[config.mk]
export PLATFORM = sky130hd
export DESIGN_NAME = fletcher_checksum_verifier
export DESIGN_NICKNAME = d
export VERILOG_FILES = /design/src/fcv_pkg.sv /design/src/fletcher_checksum_verifier.sv
export SDC_FILE = /design/constraint.sdc
export NUM_CORES = 1
export LEC_CHECK = 0
export ABC_CLOCK_PERIOD_IN_PS = 18300
export BUFFER_PORTS_ARGS = -buffer_cell sky130_fd_sc_hd__buf_4
export CAP_MARGIN = 25
export CORE_ASPECT_RATIO = 1.1
export CORE_MARGIN = 2
export CORE_UTILIZATION = 30
export DETAILED_ROUTE_END_ITERATION = 7
export GPL_TIMING_DRIVEN = 0
export PLACE_DENSITY = 0.42
export SYNTH_ARGS = -nofsm -noshare
export SYNTH_HDL_FRONTEND = slang
export SYNTH_SLANG_ARGS = --single-unit
[constraint.sdc]
create_clock -name clk -period 18.3 [get_ports clk]
set_input_delay 2.745 -clock clk [delete_from_list [all_inputs] [get_ports clk]]
set_output_delay 2.745 -clock clk [all_outputs]
set_load 0.1 [all_outputs]
[src/fcv_pkg.sv]
// fcv_pkg: shared constants, codes and helpers for the fletcher checksum verifier
`default_nettype none

package fcv_pkg;

	localparam int MAX_BLOCK_BITS = 32;
	localparam int SUM_W          = MAX_BLOCK_BITS;
	localparam int VAL_W          = 64;
	localparam int CFG_W          = 6;
	localparam int IN_DATA_W      = ((VAL_W + 7) / 8) * 8;
	localparam int OUT_DATA_W     = ((VAL_W + 1 + 7) / 8) * 8;

	localparam logic [CFG_W-1:0] BLOCK_BITS_RST = CFG_W'(8);

	typedef enum logic {
		REQ_DATA  = 1'b0,
		REQ_CHECK = 1'b1
	} req_type_t;

	// clamp the configured width into 1 .. MAX_BLOCK_BITS
	function automatic logic [CFG_W-1:0] eff_width(input logic [CFG_W-1:0] bits);
		logic [CFG_W-1:0] k;
		k = bits;
		if (k == '0) begin
			k = CFG_W'(1);
		end else if (k > CFG_W'(MAX_BLOCK_BITS)) begin
			k = CFG_W'(MAX_BLOCK_BITS);
		end
		return k;
	endfunction

endpackage

`default_nettype wire

[src/fletcher_checksum_verifier.sv]
// fletcher_checksum_verifier: receiver-side fletcher check with block width 1 to 32 bits
//
// channel   dir  tdata (low bit up)                      tuser
// s_axis    in   item_value[63:0]                        req_type
// m_axis    out  checksum_ok, computed_checksum[63:0]    -
// cfg       in   block_bits[5:0] on cfg_wdata, cfg_wen   -
//
// one beat per cycle when no fold or output stall holds it: input register, two
// end-around adds, then the sum registers; a closing beat goes on to the output
// register once the output is free; after a width cut inside a frame the next
// data beat waits while both sums are folded down, one fold per cycle
// arst_n clears the sums, the valid flags and sets the width to 8
// a stalled output blocks only closing beats; a data beat in the input register still advances
`default_nettype none

module fletcher_checksum_verifier (
	input  wire logic                           clk,
	input  wire logic                           arst_n,
	input  wire logic                           cfg_wen,
	input  wire logic [fcv_pkg::CFG_W-1:0]      cfg_wdata,      // block_bits
	input  wire logic                           s_axis_tvalid,
	output logic                                s_axis_tready,
	input  wire logic [fcv_pkg::IN_DATA_W-1:0]  s_axis_tdata,   // item_value
	input  wire logic                           s_axis_tuser,   // req_type
	output logic                                m_axis_tvalid,
	input  wire logic                           m_axis_tready,
	output logic [fcv_pkg::OUT_DATA_W-1:0]      m_axis_tdata    // checksum_ok, computed_checksum
);

	import fcv_pkg::*;

	logic [CFG_W-1:0] bits_q;
	logic [CFG_W-1:0] k;
	logic [SUM_W-1:0] modulus;

	logic             valid_s1;
	req_type_t        type_s1;
	logic [VAL_W-1:0] value_s1;

	logic [SUM_W-1:0] low_q;
	logic [SUM_W-1:0] high_q;

	logic             out_valid_q;
	logic             ok_q;
	logic [VAL_W-1:0] computed_q;

	logic             stale;
	logic             out_free;
	logic             advance;
	logic             reduce;
	logic [SUM_W:0]   low_add;
	logic [SUM_W-1:0] low_next;
	logic [SUM_W:0]   high_add;
	logic [SUM_W-1:0] high_next;
	logic [SUM_W-1:0] low_fold;
	logic [SUM_W-1:0] high_fold;
	logic [VAL_W-1:0] computed;
	logic [VAL_W-1:0] received;

	assign k       = eff_width(bits_q);
	assign modulus = SUM_W'(({{SUM_W{1'b0}}, 1'b1} << k) - 1'b1);

	// sums left over from a wider block width
	assign stale    = (low_q >= modulus) || (high_q >= modulus);
	assign out_free = !out_valid_q || m_axis_tready;
	assign advance  = valid_s1 && ((type_s1 == REQ_CHECK) ? out_free : !stale);
	assign reduce   = valid_s1 && (type_s1 == REQ_DATA) && stale;

	assign s_axis_tready = !valid_s1 || advance;

	always_comb begin
		low_add = {1'b0, low_q} + {1'b0, value_s1[SUM_W-1:0] & modulus};
		if (low_add >= {1'b0, modulus}) begin
			low_add = low_add - {1'b0, modulus};
		end
		low_next = low_add[SUM_W-1:0];

		high_add = {1'b0, high_q} + {1'b0, low_next};
		if (high_add >= {1'b0, modulus}) begin
			high_add = high_add - {1'b0, modulus};
		end
		high_next = high_add[SUM_W-1:0];
	end

	// one fold of a 2^k-1 residue: low k bits plus the rest shifted down
	always_comb begin
		if (low_q == modulus) begin
			low_fold = '0;
		end else begin
			low_fold = (low_q & modulus) + (low_q >> k);
		end
		if (high_q == modulus) begin
			high_fold = '0;
		end else begin
			high_fold = (high_q & modulus) + (high_q >> k);
		end
	end

	assign computed = ({{(VAL_W-SUM_W){1'b0}}, high_q} << k) | {{(VAL_W-SUM_W){1'b0}}, low_q};
	assign received = value_s1 & ~({VAL_W{1'b1}} << {k, 1'b0});

	always_ff @(posedge clk or negedge arst_n) begin
		if (!arst_n) begin
			bits_q <= BLOCK_BITS_RST;
		end else if (cfg_wen) begin
			bits_q <= cfg_wdata;
		end
	end

	always_ff @(posedge clk or negedge arst_n) begin
		if (!arst_n) begin
			valid_s1 <= 1'b0;
		end else if (s_axis_tready) begin
			valid_s1 <= s_axis_tvalid;
		end
	end

	always_ff @(posedge clk) begin
		if (s_axis_tready && s_axis_tvalid) begin
			type_s1  <= req_type_t'(s_axis_tuser);
			value_s1 <= s_axis_tdata[VAL_W-1:0];
		end
	end

	always_ff @(posedge clk or negedge arst_n) begin
		if (!arst_n) begin
			low_q  <= '0;
			high_q <= '0;
		end else if (advance) begin
			if (type_s1 == REQ_CHECK) begin
				low_q  <= '0;
				high_q <= '0;
			end else begin
				low_q  <= low_next;
				high_q <= high_next;
			end
		end else if (reduce) begin
			low_q  <= low_fold;
			high_q <= high_fold;
		end
	end

	always_ff @(posedge clk or negedge arst_n) begin
		if (!arst_n) begin
			out_valid_q <= 1'b0;
		end else if (advance && (type_s1 == REQ_CHECK)) begin
			out_valid_q <= 1'b1;
		end else if (m_axis_tready) begin
			out_valid_q <= 1'b0;
		end
	end

	always_ff @(posedge clk) begin
		if (advance && (type_s1 == REQ_CHECK)) begin
			ok_q       <= (computed == received);
			computed_q <= computed;
		end
	end

	assign m_axis_tvalid = out_valid_q;
	assign m_axis_tdata  = {{(OUT_DATA_W-VAL_W-1){1'b0}}, computed_q, ok_q};

	a_sums_reduced: assert property (@(posedge clk) disable iff (!arst_n)
		advance && (type_s1 == REQ_DATA) |=>
			(low_q < $past(modulus)) && (high_q < $past(modulus)))
		else $error("sums not reduced below modulus after a data beat");

	a_close_clears: assert property (@(posedge clk) disable iff (!arst_n)
		advance && (type_s1 == REQ_CHECK) |=> (low_q == '0) && (high_q == '0))
		else $error("sums not cleared after a closing beat");

	a_out_from_close: assert property (@(posedge clk) disable iff (!arst_n)
		$rose(out_valid_q) |-> $past(advance && (type_s1 == REQ_CHECK)))
		else $error("output beat without a closing beat");

	a_no_stall_fold: assert property (@(posedge clk) disable iff (!arst_n)
		reduce |-> !advance && valid_s1)
		else $error("fold and accept in the same cycle");

endmodule

`default_nettype wire

==> out/summary.txt <==
PLACE
--------------------------------------------------------------------------------
Placer congestion estimate                                                  1.06
Cell area after placement                                            32,600 um^2
Buffers on Ports                                                             142
Worst slack at placement                                               -0.548 ns
Detailed placement HPWL                                               162,000 um

TIMING
--------------------------------------------------------------------------------
Max-slew violation count                                                       0
Total negative setup slack                                                  0 ns
Final Critical Period                                                   17.83 ns
Highest Clock Rate                                                      56.1 MHz
Final period util                                                          97.4%
Clk_skew                                                               0.0540 ns
Final setup violation count                                                    0
Least-Margin Pin Slew                                                    1.35 ns
Worst path setup slack after routing                                    0.469 ns
Rel. slew slack                                                            10.1%
Final hold vios                                                                0
Setup repair after global routing missed its margin                           no

GLOBAL ROUTING
--------------------------------------------------------------------------------
Wire length of the first global-routing pass                          268,000 um
Overflow left after global routing                                             0
Number of antenna violations at the first check in global routing             15
Vias in the first global route                                            31,700
Maximum number of pins on one net before global-route repair                  54
Gr usage total                                                             39.4%

FINISH
--------------------------------------------------------------------------------
Top library cells by usage in the layout, fill and taps aside       nand2_1 (333), ha_1 (319), a21oi_1 (291)
Final Util                                                                 35.1%
Share of layout cells above drive strength 1                               11.4%
Fin area                                                             33,600 um^2
Total number of nets in the final design                                   4,233
Area growth, synth to finish                                               15.7%
Leading cell type in the layout, fill and taps excluded                  nand2_1

CRITICAL PATH
--------------------------------------------------------------------------------
Crit. Startpoint                                                       bits_q[3]
Crit end category                                                      flip-flop
Reg-to-reg critical path startpoint                                    bits_q[3]
Largest fanout on the critical path                                           10
Slowest CP cell                                                          o21ai_0
Critical path class                                                   reg -> reg
Type of origin of the critical path                                    flip-flop
Crit path required time                                                 18.81 ns
Number of cells on the worst reg-to-reg path                                  48
Arr. time, crit path                                                    18.34 ns
Worst reg-to-reg setup slack                                             0.47 ns
Crit Reg-Reg Endpoint                                                 high_q[18]
Delay of the slowest cell on the worst path                              0.90 ns

JOB
--------------------------------------------------------------------------------
Maxcap violations                                                              0

FLOORPLAN
--------------------------------------------------------------------------------
Effective utilization at floorplan                                         30.3%
Horizontal extent of the die                                              301 um
Area of the die                                                      99,400 um^2
Vert. Die Dim                                                             330 um
Count of pins on the block boundary                                          150
Site Rows                                                                    119
Core footprint                                                       95,900 um^2

DETAILED ROUTING
--------------------------------------------------------------------------------
Ratio of routed vias to standard cells                                      6.34
Overall via count from detail_route                                       32,500
1st-iter DRT viols                                                         3,489
DR DRC count                                                                   0
Wire length per cell                                                     39.0 um
Total wire length                                                     200,000 um
Final ANT Viol Nets                                                            0
Initial DRT Pass Iterations                                                    6

CLOCKING
--------------------------------------------------------------------------------
Insertion delay of the later-clocked pin in the worst-skew pair          0.66 ns
Clock tree sinks                                                             202
Number of post-CTS setup repair buffers                                        0
Worst-path clk slew                                                      0.07 ns
Max clock buf depth                                                            3
H-Tree Depth                                                                   1
Total clock buffers created by CTS                                            26
CTS tree                                                                     yes
Root Buffer Master                                                     clkbuf_16

STATUS
--------------------------------------------------------------------------------
Status                                                              finished clean

YOSYS
--------------------------------------------------------------------------------
Mean instance size in the synthesized netlist                          8.11 um^2
Proportion of synthesized chip area in sequential cells                    19.6%
Synth unique cells                                                           101
Share of the synthesized area in the top cell type                         13.7%
Count of state elements after synthesis                                      202
Post-synth EDFFs                                                             130
Top flip-flop cell by instance count after synthesis                    edfxtp_1
Cell type contributing the most total cell area after synthesis             ha_1
Synth area leaders                                                  ha_1 (14%), edfxtp_1 (13%), mux2i_1 (6.8%)
Count of warnings emitted by yosys                                             0
Syn Std Cell Area                                                    29,100 um^2
Cells after synthesis                                                      3,585
Ys async rst share                                                         35.6%

WORST HOLD PATH
--------------------------------------------------------------------------------
Worst hold path class                                                 reg -> reg
Worst Hold Path EP                                                  m_axis_tvalid
Hold Crit Depth                                                                2
Hold Startpoint                                                     m_axis_tvalid

==> worst max path at each step <==
stage / end / slack (ns)
4_1_cts: high_q[18] / 0.01
6_report: high_q[18] / 0.47
2_1_floorplan: high_q[10] / 6.54
3_3_place_gp: high_q[18] / -1.41
3_5_place_dp: high_q[18] / -0.55
5_1_grt: high_q[18] / 0.1
==> layout make-up <==
type,count,area (um^2)
Fill cell,10400,62200
Multi-Input combinational cell,3030,21900
Sequential cell,202,5710
Timing Repair Buffer,207,2000
Tap cell,1270,1590
Buffer,225,1020
Clock buffer,29,672
Inverter,140,526
Clock inverter,17,184
Antenna cell,7,17.5
==> flip-flops by register name, summed over array words and instances (netlist names) <==
name	count
bits_q	6
type_s1	1
high_q	32
valid_s1	1
m_axis_tvalid	1
computed_q	64
value_s1	64
low_q	32
ok_q	1
==> what timing repair did <==
item,in CTS,in global routing
resized for setup,2,11
hold buffers,0,0
endpoints found under the setup margin,32,31
==> through the flow <==
stage	std cells	hold WS [ns]
after CTS	5109	0.577
after global routing	5121	0.633
final	5127	0.583
after floorplan	3597	0.580
after detailed placement	5063	0.563
after global placement	5009	0.566
==> Yosys cell counts, types with 84 or more instances <==
library cell,instances
a21o_1,89
a21oi_1,292
clkbuf_1,151
edfxtp_1,130
ha_1,319
inv_1,136
mux2i_1,197
nand2_1,333
nand3_1,84
nor2_1,289
o21ai_0,185
xnor2_1,123
==> logic make-up after synthesis <==
family	Yosys count	synth area share, %
compound gates	1117	25.8
buf+inv	365	5.25
xor+xnor	184	5.54
simple gates	1112	18.5
other cells	2	0.0258
mux	278	11.1
flops	202	19.6
fa+ha+maj	325	14.1
==> layer usage <==
layer	part of all wire [%]	global-route usage [%]	vias up	wire, um
met5	0.029	0	-	57
met4	9.5	31.1	8	19100
met3	8.3	9.24	660	16500
met2	45	62.9	1926	89100
met1	38	45.4	15900	75000
li1	-	-	14000	-
==> critical path: cells and delay by family (launching register included) <==
kind	cells	cell delay (ns)
AO/OA/AOI/OAI	21	6.41
XOR/XNOR	2	0.42
adder cells (fa/ha/maj)	5	1.59
buffers and inverters	9	4.23
flip-flops	1	0.63
multiplexers	1	0.64
AND/OR/NAND/NOR	10	3.66
Power is not shown: default switching activity piles up to over one toggle a cycle in this logic, so the estimate is an artifact.
